<file path="src/rtl/awqd_pkg.sv">
// ============================================================================
// awqd_pkg
// Shared types and constants for the alpha-weighted quad downsampler.
// ============================================================================
package awqd_pkg;

    localparam int PIX_W      = 32;
    localparam int CHAN_W     = 8;
    localparam int NUM_CHAN   = 3;
    localparam int DEN_W      = 9;
    localparam int PROD_W     = 16;
    localparam int NUM_W      = 17;
    localparam int QBITS      = 8;
    localparam int DIV_BITS   = 2;
    localparam int DIV_STAGES = QBITS / DIV_BITS;

    // Registers inside one lane: product stage, sum stage, divider stages.
    localparam int LANE_LAT   = DIV_STAGES + 2;
    // Lane latency plus the merge register.
    localparam int PIPE_LAT   = LANE_LAT + 1;

    localparam logic [CHAN_W-1:0] ALPHA_OPAQUE = 8'hFF;
    localparam logic [CHAN_W-1:0] ALPHA_CLEAR  = 8'h00;

    // Marks a pair whose two alphas were both zero.
    typedef struct packed {
        logic top_clear;
        logic bot_clear;
    } pair_flags_t;

endpackage

</file>
<file path="src/rtl/awqd_lane.sv">
// ============================================================================
// awqd_lane
// One color channel of one pixel pair: alpha-weighted mean with a pipelined
// restoring divider.
// ============================================================================
module awqd_lane
(
    input  logic                         clk,
    input  logic                         ce,
    input  logic [awqd_pkg::CHAN_W-1:0]  cp,
    input  logic [awqd_pkg::CHAN_W-1:0]  cq,
    input  logic [awqd_pkg::CHAN_W-1:0]  wp,
    input  logic [awqd_pkg::CHAN_W-1:0]  wq,
    output logic [awqd_pkg::QBITS-1:0]   q
);

    localparam int NUM_W  = awqd_pkg::NUM_W;
    localparam int DEN_W  = awqd_pkg::DEN_W;
    localparam int PROD_W = awqd_pkg::PROD_W;
    localparam int QBITS  = awqd_pkg::QBITS;
    localparam int NSTG   = awqd_pkg::DIV_STAGES;
    localparam int NBITS  = awqd_pkg::DIV_BITS;

    logic                          both_zero;
    logic [awqd_pkg::CHAN_W-1:0]   wp_eff;
    logic [awqd_pkg::CHAN_W-1:0]   wq_eff;

    logic [PROD_W-1:0] prodp_reg;
    logic [PROD_W-1:0] prodq_reg;
    logic [DEN_W-1:0]  dena_reg;
    logic [NUM_W-1:0]  num_reg;
    logic [DEN_W-1:0]  denb_reg;

    logic [NUM_W-1:0]  rem_reg [NSTG-1];
    logic [DEN_W-1:0]  dvs_reg [NSTG-1];
    logic [QBITS-1:0]  quo_reg [NSTG];

    // Two zero alphas weigh both pixels equally.
    always_comb
    begin
        both_zero = (wp == '0) && (wq == '0);
        wp_eff    = both_zero ? awqd_pkg::CHAN_W'(1) : wp;
        wq_eff    = both_zero ? awqd_pkg::CHAN_W'(1) : wq;
    end

    always_ff @(posedge clk)
    begin
        if (ce)
        begin
            prodp_reg <= PROD_W'(cp) * PROD_W'(wp_eff);
            prodq_reg <= PROD_W'(cq) * PROD_W'(wq_eff);
            dena_reg  <= DEN_W'(wp_eff) + DEN_W'(wq_eff);
            num_reg   <= NUM_W'(prodp_reg) + NUM_W'(prodq_reg);
            denb_reg  <= dena_reg;
        end
    end

    // The quotient never exceeds 255, so eight restoring steps suffice.
    for (genvar s = 0; s < NSTG; s++)
    begin : g_div
        logic [NUM_W-1:0] rem_in;
        logic [DEN_W-1:0] den_in;
        logic [QBITS-1:0] quo_in;
        logic [NUM_W-1:0] rem_out;
        logic [QBITS-1:0] quo_out;
        logic [NUM_W-1:0] trial;

        if (s == 0)
        begin : g_first
            assign rem_in = num_reg;
            assign den_in = denb_reg;
            assign quo_in = '0;
        end
        else
        begin : g_next
            assign rem_in = rem_reg[s-1];
            assign den_in = dvs_reg[s-1];
            assign quo_in = quo_reg[s-1];
        end

        always_comb
        begin
            rem_out = rem_in;
            quo_out = quo_in;
            trial   = '0;
            for (int k = 0; k < NBITS; k++)
            begin
                trial = NUM_W'(den_in) << (QBITS - 1 - (s * NBITS + k));
                if (rem_out >= trial)
                begin
                    rem_out = rem_out - trial;
                    quo_out = {quo_out[QBITS-2:0], 1'b1};
                end
                else
                begin
                    quo_out = {quo_out[QBITS-2:0], 1'b0};
                end
            end
        end

        if (s < NSTG - 1)
        begin : g_keep
            always_ff @(posedge clk)
            begin
                if (ce)
                begin
                    rem_reg[s] <= rem_out;
                    dvs_reg[s] <= den_in;
                end
            end
        end

        always_ff @(posedge clk)
        begin
            if (ce)
            begin
                quo_reg[s] <= quo_out;
            end
        end
    end

    assign q = quo_reg[NSTG-1];

endmodule

</file>
<file path="src/rtl/awqd_merge.sv">
// ============================================================================
// awqd_merge
// Combines the top and bottom pair results into the output pixel.
// ============================================================================
module awqd_merge
(
    input  logic                         clk,
    input  logic                         ce,
    input  awqd_pkg::pair_flags_t        flags,
    input  logic [awqd_pkg::CHAN_W-1:0]  top_chan [awqd_pkg::NUM_CHAN],
    input  logic [awqd_pkg::CHAN_W-1:0]  bot_chan [awqd_pkg::NUM_CHAN],
    output logic [awqd_pkg::PIX_W-1:0]   pixel
);

    localparam int CW = awqd_pkg::CHAN_W;

    logic [CW-1:0]                  chan_next [awqd_pkg::NUM_CHAN];
    logic [CW-1:0]                  alpha_next;
    logic [awqd_pkg::PIX_W-1:0]     pixel_reg;

    // Pair results carry alpha 255 or 0. An opaque result beside a clear one
    // wins outright; two of a kind average with equal weight.
    always_comb
    begin
        for (int c = 0; c < awqd_pkg::NUM_CHAN; c++)
        begin
            case ({flags.top_clear, flags.bot_clear})
                2'b01:   chan_next[c] = top_chan[c];
                2'b10:   chan_next[c] = bot_chan[c];
                default: chan_next[c] = CW'(((CW+1)'(top_chan[c]) + (CW+1)'(bot_chan[c])) >> 1);
            endcase
        end
        alpha_next = (flags.top_clear && flags.bot_clear) ? awqd_pkg::ALPHA_CLEAR
                                                          : awqd_pkg::ALPHA_OPAQUE;
    end

    always_ff @(posedge clk)
    begin
        if (ce)
        begin
            pixel_reg <= {alpha_next, chan_next[2], chan_next[1], chan_next[0]};
        end
    end

    assign pixel = pixel_reg;

endmodule

</file>
<file path="src/rtl/awqd_skid.sv">
// ============================================================================
// awqd_skid
// Output register with a skid entry, so the pipeline's stall comes from a
// register rather than from the downstream ready.
// ============================================================================
module awqd_skid
(
    input  logic                         clk,
    input  logic                         rst_n,
    input  logic                         in_valid,
    output logic                         in_ready,
    input  logic [awqd_pkg::PIX_W-1:0]   in_data,
    output logic                         out_valid,
    input  logic                         out_ready,
    output logic [awqd_pkg::PIX_W-1:0]   out_data
);

    logic                         out_valid_reg;
    logic                         skid_valid_reg;
    logic [awqd_pkg::PIX_W-1:0]   out_data_reg;
    logic [awqd_pkg::PIX_W-1:0]   skid_data_reg;
    logic                         push;
    logic                         pop;

    assign in_ready = !skid_valid_reg;
    assign push     = in_valid && in_ready;
    assign pop      = out_valid_reg && out_ready;

    always_ff @(posedge clk or negedge rst_n)
    begin
        if (!rst_n)
        begin
            out_valid_reg  <= 1'b0;
            skid_valid_reg <= 1'b0;
        end
        else
        begin
            if (push)
            begin
                if (!out_valid_reg || pop)
                begin
                    out_valid_reg <= 1'b1;
                end
                else
                begin
                    skid_valid_reg <= 1'b1;
                end
            end
            else if (pop)
            begin
                out_valid_reg  <= skid_valid_reg;
                skid_valid_reg <= 1'b0;
            end
        end
    end

    always_ff @(posedge clk)
    begin
        if (push)
        begin
            if (!out_valid_reg || pop)
            begin
                out_data_reg <= in_data;
            end
            else
            begin
                skid_data_reg <= in_data;
            end
        end
        else if (pop && skid_valid_reg)
        begin
            out_data_reg <= skid_data_reg;
        end
    end

    assign out_valid = out_valid_reg;
    assign out_data  = out_data_reg;

endmodule

</file>
<file path="src/rtl/alpha_weighted_quad_downsample_core.sv">
// ============================================================================
// alpha_weighted_quad_downsample_core
// Alpha-weighted 2x2 box filter producing one mipmap pixel per quad.
// ============================================================================
// Usage: each input word on the slave channel carries one 2x2 quad of ARGB
// pixels; each output word on the master channel carries the reduced ARGB
// pixel. The top pair and the bottom pair are each reduced to an alpha-weighted
// mean per color channel, and the two pair results are then averaged, with a
// fully transparent pair result dropping out next to an opaque one.
// Six lanes (three color channels for each of the two pairs) run side by side.
// Each lane forms the weighted sum in two registered steps and then divides by
// the alpha sum in a four-stage restoring divider, two quotient bits a stage.
// A merge stage combines the pairs and an output register with a skid entry
// holds the result.
// An accepted quad passes the lane registers, the merge register and the output
// register before it can be taken. Throughput is one quad per cycle while s_tready
// is high, set by the fully pipelined divider in every lane.
// Reset clears the valid flags of the pipeline and the output stage; no data
// is cleared. When the receiver stalls, the output word holds, one more word
// lands in the skid entry, and then s_tready drops and the whole pipeline
// freezes until the output word is taken.
module alpha_weighted_quad_downsample_core
(
    input  logic           clk,
    input  logic           rst_n,
    input  logic           s_tvalid,
    output logic           s_tready,
    // top_left_pixel[31:0], top_right_pixel[63:32],
    // bottom_right_pixel[95:64], bottom_left_pixel[127:96]
    input  logic [127:0]   s_tdata,
    output logic           m_tvalid,
    input  logic           m_tready,
    // reduced_pixel[31:0]
    output logic [31:0]    m_tdata
);

    localparam int CW = awqd_pkg::CHAN_W;
    localparam int PW = awqd_pkg::PIX_W;
    localparam int NC = awqd_pkg::NUM_CHAN;

    logic [PW-1:0] tl_pix;
    logic [PW-1:0] tr_pix;
    logic [PW-1:0] br_pix;
    logic [PW-1:0] bl_pix;

    logic ce;

    logic [awqd_pkg::PIPE_LAT-1:0] vld_reg;
    awqd_pkg::pair_flags_t         flg_reg [awqd_pkg::LANE_LAT];
    awqd_pkg::pair_flags_t         flg_next;

    logic [CW-1:0] top_chan [NC];
    logic [CW-1:0] bot_chan [NC];
    logic [PW-1:0] merged_pix;

    assign tl_pix = s_tdata[31:0];
    assign tr_pix = s_tdata[63:32];
    assign br_pix = s_tdata[95:64];
    assign bl_pix = s_tdata[127:96];

    // The pipeline moves as a whole whenever the skid entry is free.
    assign s_tready = ce;

    // A pair whose alphas are both zero comes out transparent.
    always_comb
    begin
        flg_next.top_clear = (tl_pix[PW-1 -: CW] == '0) && (tr_pix[PW-1 -: CW] == '0);
        flg_next.bot_clear = (br_pix[PW-1 -: CW] == '0) && (bl_pix[PW-1 -: CW] == '0);
    end

    always_ff @(posedge clk or negedge rst_n)
    begin
        if (!rst_n)
        begin
            vld_reg <= '0;
        end
        else if (ce)
        begin
            vld_reg <= {vld_reg[awqd_pkg::PIPE_LAT-2:0], s_tvalid};
        end
    end

    // The transparency flags ride alongside the lanes.
    always_ff @(posedge clk)
    begin
        if (ce)
        begin
            flg_reg[0] <= flg_next;
            for (int i = 1; i < awqd_pkg::LANE_LAT; i++)
            begin
                flg_reg[i] <= flg_reg[i-1];
            end
        end
    end

    for (genvar c = 0; c < NC; c++)
    begin : g_chan
        awqd_lane u_top_lane
        (
            .clk (clk),
            .ce  (ce),
            .cp  (tl_pix[c*CW +: CW]),
            .cq  (tr_pix[c*CW +: CW]),
            .wp  (tl_pix[PW-1 -: CW]),
            .wq  (tr_pix[PW-1 -: CW]),
            .q   (top_chan[c])
        );

        awqd_lane u_bot_lane
        (
            .clk (clk),
            .ce  (ce),
            .cp  (br_pix[c*CW +: CW]),
            .cq  (bl_pix[c*CW +: CW]),
            .wp  (br_pix[PW-1 -: CW]),
            .wq  (bl_pix[PW-1 -: CW]),
            .q   (bot_chan[c])
        );
    end

    awqd_merge u_merge
    (
        .clk      (clk),
        .ce       (ce),
        .flags    (flg_reg[awqd_pkg::LANE_LAT-1]),
        .top_chan (top_chan),
        .bot_chan (bot_chan),
        .pixel    (merged_pix)
    );

    awqd_skid u_skid
    (
        .clk       (clk),
        .rst_n     (rst_n),
        .in_valid  (vld_reg[awqd_pkg::PIPE_LAT-1]),
        .in_ready  (ce),
        .in_data   (merged_pix),
        .out_valid (m_tvalid),
        .out_ready (m_tready),
        .out_data  (m_tdata)
    );

endmodule

</file>
<file path="config.mk">
export PLATFORM = sky130hd
export DESIGN_NAME = alpha_weighted_quad_downsample_core
export DESIGN_NICKNAME = d
export VERILOG_FILES = /design/src/rtl/awqd_pkg.sv /design/src/rtl/awqd_lane.sv /design/src/rtl/awqd_merge.sv /design/src/rtl/awqd_skid.sv /design/src/rtl/alpha_weighted_quad_downsample_core.sv
export SDC_FILE = /design/constraint.sdc
export NUM_CORES = 2
export LEC_CHECK = 0
export ABC_AREA = 1
export CORE_UTILIZATION = 65
export DETAILED_ROUTE_END_ITERATION = 10
export DONT_BUFFER_PORTS = 1
export PLACE_DENSITY = 0.81
export SETUP_SLACK_MARGIN = 0.15
export SLEW_MARGIN = 25
export SYNTH_ARGS = -nofsm -noshare
export SYNTH_HDL_FRONTEND = slang
export SYNTH_HIERARCHICAL = 1
export SYNTH_SLANG_ARGS = --single-unit
export TNS_END_PERCENT = 10
</file>
<file path="constraint.sdc">
create_clock -name clk -period 9.34 [get_ports clk]
set_input_delay 1.401 -clock clk [delete_from_list [all_inputs] [get_ports clk]]
set_output_delay 1.401 -clock clk [all_outputs]
set_load 0.1 [all_outputs]
</file>
Word-level counts from Yosys, hierarchy flattened. Memory sizes are Yosys's and may differ from the RTL's. Cells that the tools add are included.

Input port bits: 132. Bits in registers: 435. Bits in writable memories: 672. Word-level logic and storage cells: 292. Output and inout bits: 34. Memories: 19.

Memory list: g_chan[0].u_bot_lane.rem_reg (words 3, width 17, rd ports 3, clocked after Yosys merged registers in 0, wr ports 3, line awqd_lane.sv:34) `logic [NUM_W-1:0] rem_reg [NSTG-1];`; g_chan[0].u_top_lane.rem_reg (words 3, width 17, rd ports 3, clocked after Yosys merged registers in 0, wr ports 3, line awqd_lane.sv:34); g_chan[1].u_bot_lane.rem_reg (words 3, width 17, rd ports 3, clocked after Yosys merged registers in 0, wr ports 3, line awqd_lane.sv:34); g_chan[1].u_top_lane.rem_reg (words 3, width 17, rd ports 3, clocked after Yosys merged registers in 0, wr ports 3, line awqd_lane.sv:34); g_chan[2].u_bot_lane.rem_reg (words 3, width 17, rd ports 3, clocked after Yosys merged registers in 0, wr ports 3, line awqd_lane.sv:34); g_chan[2].u_top_lane.rem_reg (words 3, width 17, rd ports 3, clocked after Yosys merged registers in 0, wr ports 3, line awqd_lane.sv:34); 13 more memories.

Multipliers: 12. Reduce and logical (&&, ||, !) cells: 19. Bitwise gates (word level): 1. Equality and inequality tests: 4. Add/subtract/negate cells: 53. Muxes and demuxes: 108. Magnitude comparators: 48.

Operator list (number): $mux W17 (42); $mul A8 B8 Y16 (12); $add A16 B16 Y17 (6); $ge A17 B10 Y1 (6); $ge A17 B11 Y1 (6); $ge A17 B12 Y1 (6); $ge A17 B13 Y1 (6); $ge A17 B14 Y1 (6); $ge A17 B15 Y1 (6); $ge A17 B16 Y1 (6); $ge A17 B9 Y1 (6); $sub A17 B10 Y17 (6); $sub A17 B11 Y17 (6); $sub A17 B12 Y17 (6); $sub A17 B13 Y17 (6); $sub A17 B14 Y17 (6); $sub A17 B15 Y17 (6); $sub A17 B16 Y17 (6); $mux W32 (3); $mux W1 (55); $pmux W8 S2 (3); $add A8 B8 Y9 (5); $mux W8 (5); $logic_not A8 Y1 (4); 9 further kinds (20).

Logic depth before layout (Yosys ltp). An unclocked memory read counts as a cell.

Depth after elaboration: 5. Mapped depth: 30. Depth with buffers taken out: 26.

Modules after synthesis. Netlist, hierarchy kept.

By module, submodules not included: awqd_lane (g_chan[1].u_top_lane ...) (area an instance 15761.4 sq um, seq. area each 4954.8 sq um, times used 2, cells an instance 1920); awqd_lane (g_chan[0].u_top_lane) (area an instance 15711.3 sq um, seq. area each 4954.8 sq um, times used 1, cells an instance 1964); awqd_lane (g_chan[2].u_top_lane) (area an instance 15703.8 sq um, seq. area each 4954.8 sq um, times used 1, cells an instance 1935); awqd_lane (g_chan[0].u_bot_lane) (area an instance 15607.5 sq um, seq. area each 4954.8 sq um, times used 1, cells an instance 1904); awqd_lane (g_chan[1].u_bot_lane) (area an instance 15588.7 sq um, seq. area each 4954.8 sq um, times used 1, cells an instance 1923); awqd_skid (area an instance 2581.2 sq um, seq. area each 1971.9 sq um, times used 1, cells an instance 188); awqd_merge (area an instance 2379.8 sq um, seq. area each 750.7 sq um, times used 1, cells an instance 316); alpha_weighted_quad_downsample_core (area an instance 835.8 sq um, seq. area each 535.5 sq um, times used 1, cells an instance 90).

Worst setup path after synthesis. OpenSTA, ideal clock, no wires.

Path kind: register -> output. Start: register u_skid.skid_valid_reg. End: output port s_tready. Buffers on the path: 1. Cell stages (with the launch flop): 3. Required time: 7939 ps. Arrival: 7382 ps. Slack: 557 ps. Cells stage by stage: dfrtp_1 -> inv_4 -> buf_4.

Word-level cells in the longest chain between the ends: 1.

RTL lines: start: declaration (line awqd_skid.sv:19) `logic skid_valid_reg;`; start signal: assignment (line awqd_skid.sv:34) `skid_valid_reg <= 1'b0;`; start signal: assignment (line awqd_skid.sv:46) `skid_valid_reg <= 1'b1;`; start signal: assignment (line awqd_skid.sv:52) `skid_valid_reg <= 1'b0;`; $logic_not A1 Y1 (line awqd_skid.sv:25) `assign in_ready = !skid_valid_reg;`; end: declaration (line alpha_weighted_quad_downsample_core.sv:27) `output logic s_tready,`.

Every way passes these cells.

==> out/results.env <==
HP-CLASS='primary input to asynchronous set/reset pin'
CLKLATENCYLATEPIN_NS=0.78
CLOCKBUFFERDEPTH=3
YS_FF_LATCH=1100
NUMBER_OF_H_TREE_BRANCHING_LEVELS=3
AREA_DELTA_SYNTH_FINAL_PCT=4.94
WORSTSETUPPATHTYPE='flip-flop to flip-flop'
IO_PINS=166
PINS_OVER_SLEW_LIMIT=0
REG2REG_TO='g_chan[1].u_top_lane/quo_reg[1][0]'
SYNTH-MAIN-FF-CELL='edfxtp_1'
WORSTPATHARRIVAL_NS=5.60
WORST-SLEW-PIN-TRANSITION_NS=0.996
CTS_POST_SETUP_BUFFERS_INSERTED=0
INITIAL_UTILIZATION_PCT=65.6
TRITONCTS='done'
GPL.FINAL_WEIGHTED_CONGESTION=0.965
GRT_START_MAX_NET_PINS=187
SYNTHESIS.AREA_PER_INSTANCE_UM2=8.22
INITIAL_ANTENNA_VIOLATION_COUNT=9
DP_HPWL_UM=180000
STATUS='finished, final reports clean'
COMMONEST_CELLS_POST_SYNTH='3024 x nand2_1, 2446 x inv_1, 1091 x edfxtp_1'
SYN_INST=12160
VIAS=77467
TIMING.CRITICAL_PATH.FROM_TYPE='flip-flop'
CRITPATHMAXFANOUT=23
CRITICAL-PATH-MAX-STAGE-DELAY_NS=0.65
FINAL_LAYOUT_SIZE_SUFFIX_GT1_SHARE_PCT=4.60
RR_STARTPOINT='g_chan[1].u_top_lane/rem_reg[0][5]'
POST_DRT_WL_PER_CELL_UM=16.1
GRT_UTIL_ALL_LAYERS_PCT=29.3
WIDTH_OF_THE_DIE_UM=394
GLOBALROUTEMET1UTIL_PCT=38.2
MET3_USAGE_PCT=4.28
FINALHOLDVIOLCOUNT=0
CPLARGESTDELAYFAMILY='simple AND/OR/NAND/NOR gates'
REPORT.FINAL.SETUP_VIOL=0
RSZ_0062_RAISED_AFTER_GLOBAL_ROUTING='no'
CTS.REPORTEDPATHS.CLKPINSLEW_NS=0.06
DRT_FIRST_PASS_ITERS=6
SYNTH.MOST_COMMON_CELL='nand2_1'
CRIT_PATH_END_KIND='flip-flop'
MAX_FREQ_MHz=193
OVERFLOW=0
DETAIL_ROUTE.DRC_VIOLATIONS=0
DPL-INSTANCE-AREA_MM2=0.101
SYNTHESIS.YOSYS.WARNINGS=6
FINALCRITICALPERIOD_NS=5.17
SYNTH.TOP_CELL.AREA_SHARE_PCT=32.8
DOMINANT_CELL_TYPE_BY_AREA_AFTER_SYNTHESIS='edfxtp_1'
N_FILL_CELL=11829
IO_BUFFERS=0
SLEW_HEADROOM_PCT=33.6
FINALCLOCKSKEW_NS=0.0856
POST_SYNTH_EDFFS=1091
CTS-RESIZED-GATES=0
CP_NUM_BUF_INV=3
REQUIRED_NS=9.77
VIAS_PER_CELL=5.51
SYNTH.DISTINCT_CELLS=70
POST_CTS_HOLD_BUFFER_COUNT=0
FINALINSTANCEAREA_MM2=0.105
CTS_INSERTED_BUFFERS=116
SYNTH_TOP_CELLS_BY_AREA='edfxtp_1 33%, ha_1 13%, nand2_1 11%, fa_1 9.8%, inv_1 9.2%'
DETAILEDROUTE.FIRSTITERATIONVIOLATIONS=5730
GRT_FIRST_PASS_WIRELENGTH_UM=375000
DRTANTENNAVIOLNETS=0
NETLIST_AREA_MM2=0.0999
FIN_CRIT_SH_PCT=55.4
R2R_SLACK_NS=4.17
POST_SYN_NETS=13813
FLOORPLAN.CORE_AREA_MM2=0.152
GRT_USE_MET2_PCT=49.8
CORE.ROWCOUNT=143
DIE_AREA_MM2=0.155
MULTI_INPUT_AREA_MM2=0.0558
WORST_PATH_MAX_DELAY_CELL='nor2_2'
WORSTPATHCELLLIST='inv_1 -> ha_1 -> inv_1 -> fa_1 -> nand3_1 -> nand3_1 -> nand4_1 -> nand3_2 -> o21ai_0 -> ha_1 -> a21oi_1 -> o21ai_0 -> nand2_1 -> nand2_1 -> a31oi_1 -> nand3_1 -> nor2_2 -> inv_1'
FIRST_GLOBAL_VIAS=76920
BUSIEST_LAYER='met2'
CAP_VIOLATIONS=0
WORST_R2R_PATH_DEPTH=18
ROUTED_WL_UM=227000
COMBINED_FLIP_FLOP_AND_LATCH_CELL_AREA_MM2=0.0330
DIE_H_UM=394
CLOCK-ROOT-BUFFER='clkbuf_16'
TNS_NS=0
DESIGN.FINAL.NETS=13590
SYNTH-SEQ-AREA-SHARE_PCT=33.0
SYNTH_ASYNC_SR_FLOP_SHARE_PCT=0.818
CLOCK_SINK_COUNT=1100
layout by cell type (no fill, tap or decap), types with 18 or more instances in the layout:
| master | netlist | routed |
|---|---|---|
| a21o_1 | 53 | 53 |
| xnor2_1 | 228 | 228 |
| or2_2 | 26 | 26 |
| nand3_1 | 575 | 575 |
| nor2_1 | 655 | 654 |
| clkbuf_1 | 247 | 21 |
| fa_1 | 489 | 489 |
| nor2_2 | 37 | 38 |
| edfxtp_1 | 1091 | 1091 |
| a21oi_1 | 555 | 555 |
| o2111ai_1 | 18 | 18 |
| nor3_1 | 96 | 96 |
| clkbuf_16 | 0 | 116 |
| clkinv_1 | 4 | 22 |
| inv_2 | 44 | 44 |
| o21ai_1 | 39 | 38 |
| o21ai_0 | 389 | 389 |
| xor2_1 | 322 | 322 |
| nor2_4 | 18 | 18 |
| nand2_4 | 23 | 23 |
| nand2_1 | 3024 | 3024 |
| ha_1 | 1032 | 1032 |
| a31oi_1 | 50 | 50 |
| nand2_2 | 99 | 99 |
| nand3_2 | 48 | 48 |
| nand3b_1 | 35 | 35 |
| inv_1 | 2446 | 2446 |
| o21bai_1 | 44 | 44 |
| nor4_1 | 31 | 31 |
| nand4_1 | 140 | 140 |
how the worst max path moves through the flow:
stage                                                     to  cells after the start  slack, ns                                from
after CTS                 g_chan[1].u_top_lane/quo_reg[1][0]                     18       4.26  g_chan[1].u_top_lane/rem_reg[0][5]
after global routing      g_chan[1].u_top_lane/quo_reg[1][0]                     19       3.85  g_chan[1].u_top_lane/rem_reg[0][5]
after floorplan                                     s_tready                      2       0.56               u_skid/skid_valid_reg
after global placement    g_chan[1].u_bot_lane/prodp_reg[15]                     20       3.80                        s_tdata[121]
final                     g_chan[1].u_top_lane/quo_reg[1][0]                     18       4.17  g_chan[1].u_top_lane/rem_reg[0][5]
after detailed placement  g_chan[1].u_top_lane/prodp_reg[15]                     19       3.82                         s_tdata[26]
layer usage:
layer | share of wire, % | vias up
met4 | 3.4 | 2
met3 | 6.5 | 554
li1 | - | 38266
met2 | 47 | 2558
met5 | 0.0031 | -
met1 | 43 | 36087
through the flow:
stage	hold slack (ns)	setup WS [ns]	instances	util, %
2_1_floorplan	0.400	0.557	12160	-
3_3_place_gp	0.401	3.80	13849	66.3
3_5_place_dp	0.405	3.82	13849	66.3
4_1_cts	0.262	4.26	14064	68.9
5_1_grt	0.277	3.85	14064	68.9
6_report	0.327	4.17	14067	68.9
cell type report:
cell class                 count  area share [%]
timing repair buffer          17           0.146
tap                         2030            2.42
clock inverter                78           0.940
antenna                        3         0.00716
clock buffer                 137            2.84
multi-input combinational   8207            53.2
sequential                  1100            31.5
inverter                    2495            8.95
cell families after synthesis:
family | share of synthesized area, %
adder cells (fa/ha/maj) | 22.7
AND/OR/NAND/NOR | 21.2
XOR/XNOR | 4.82
multiplexers | 0.0113
flip-flops | 33.0
AO/OA/AOI/OAI | 7.09
buffers and inverters | 11.1
worst register-to-register path: stages (launching register included):
cell      delay, ns
edfxtp_1       0.40
inv_1          0.09
ha_1           0.18
inv_1          0.09
fa_1           0.44
nand3_1        0.10
nand3_1        0.17
nand4_1        0.17
nand3_2        0.38
o21ai_0        0.46
ha_1           0.37
a21oi_1        0.22
o21ai_0        0.14
nand2_1        0.08
nand2_1        0.05
a31oi_1        0.33
nand3_1        0.17
nor2_2         0.65
inv_1          0.36
Power is left out: the tool's default activity adds up to more than one toggle a clock period on the data nets, which glitch-free logic cannot reach.
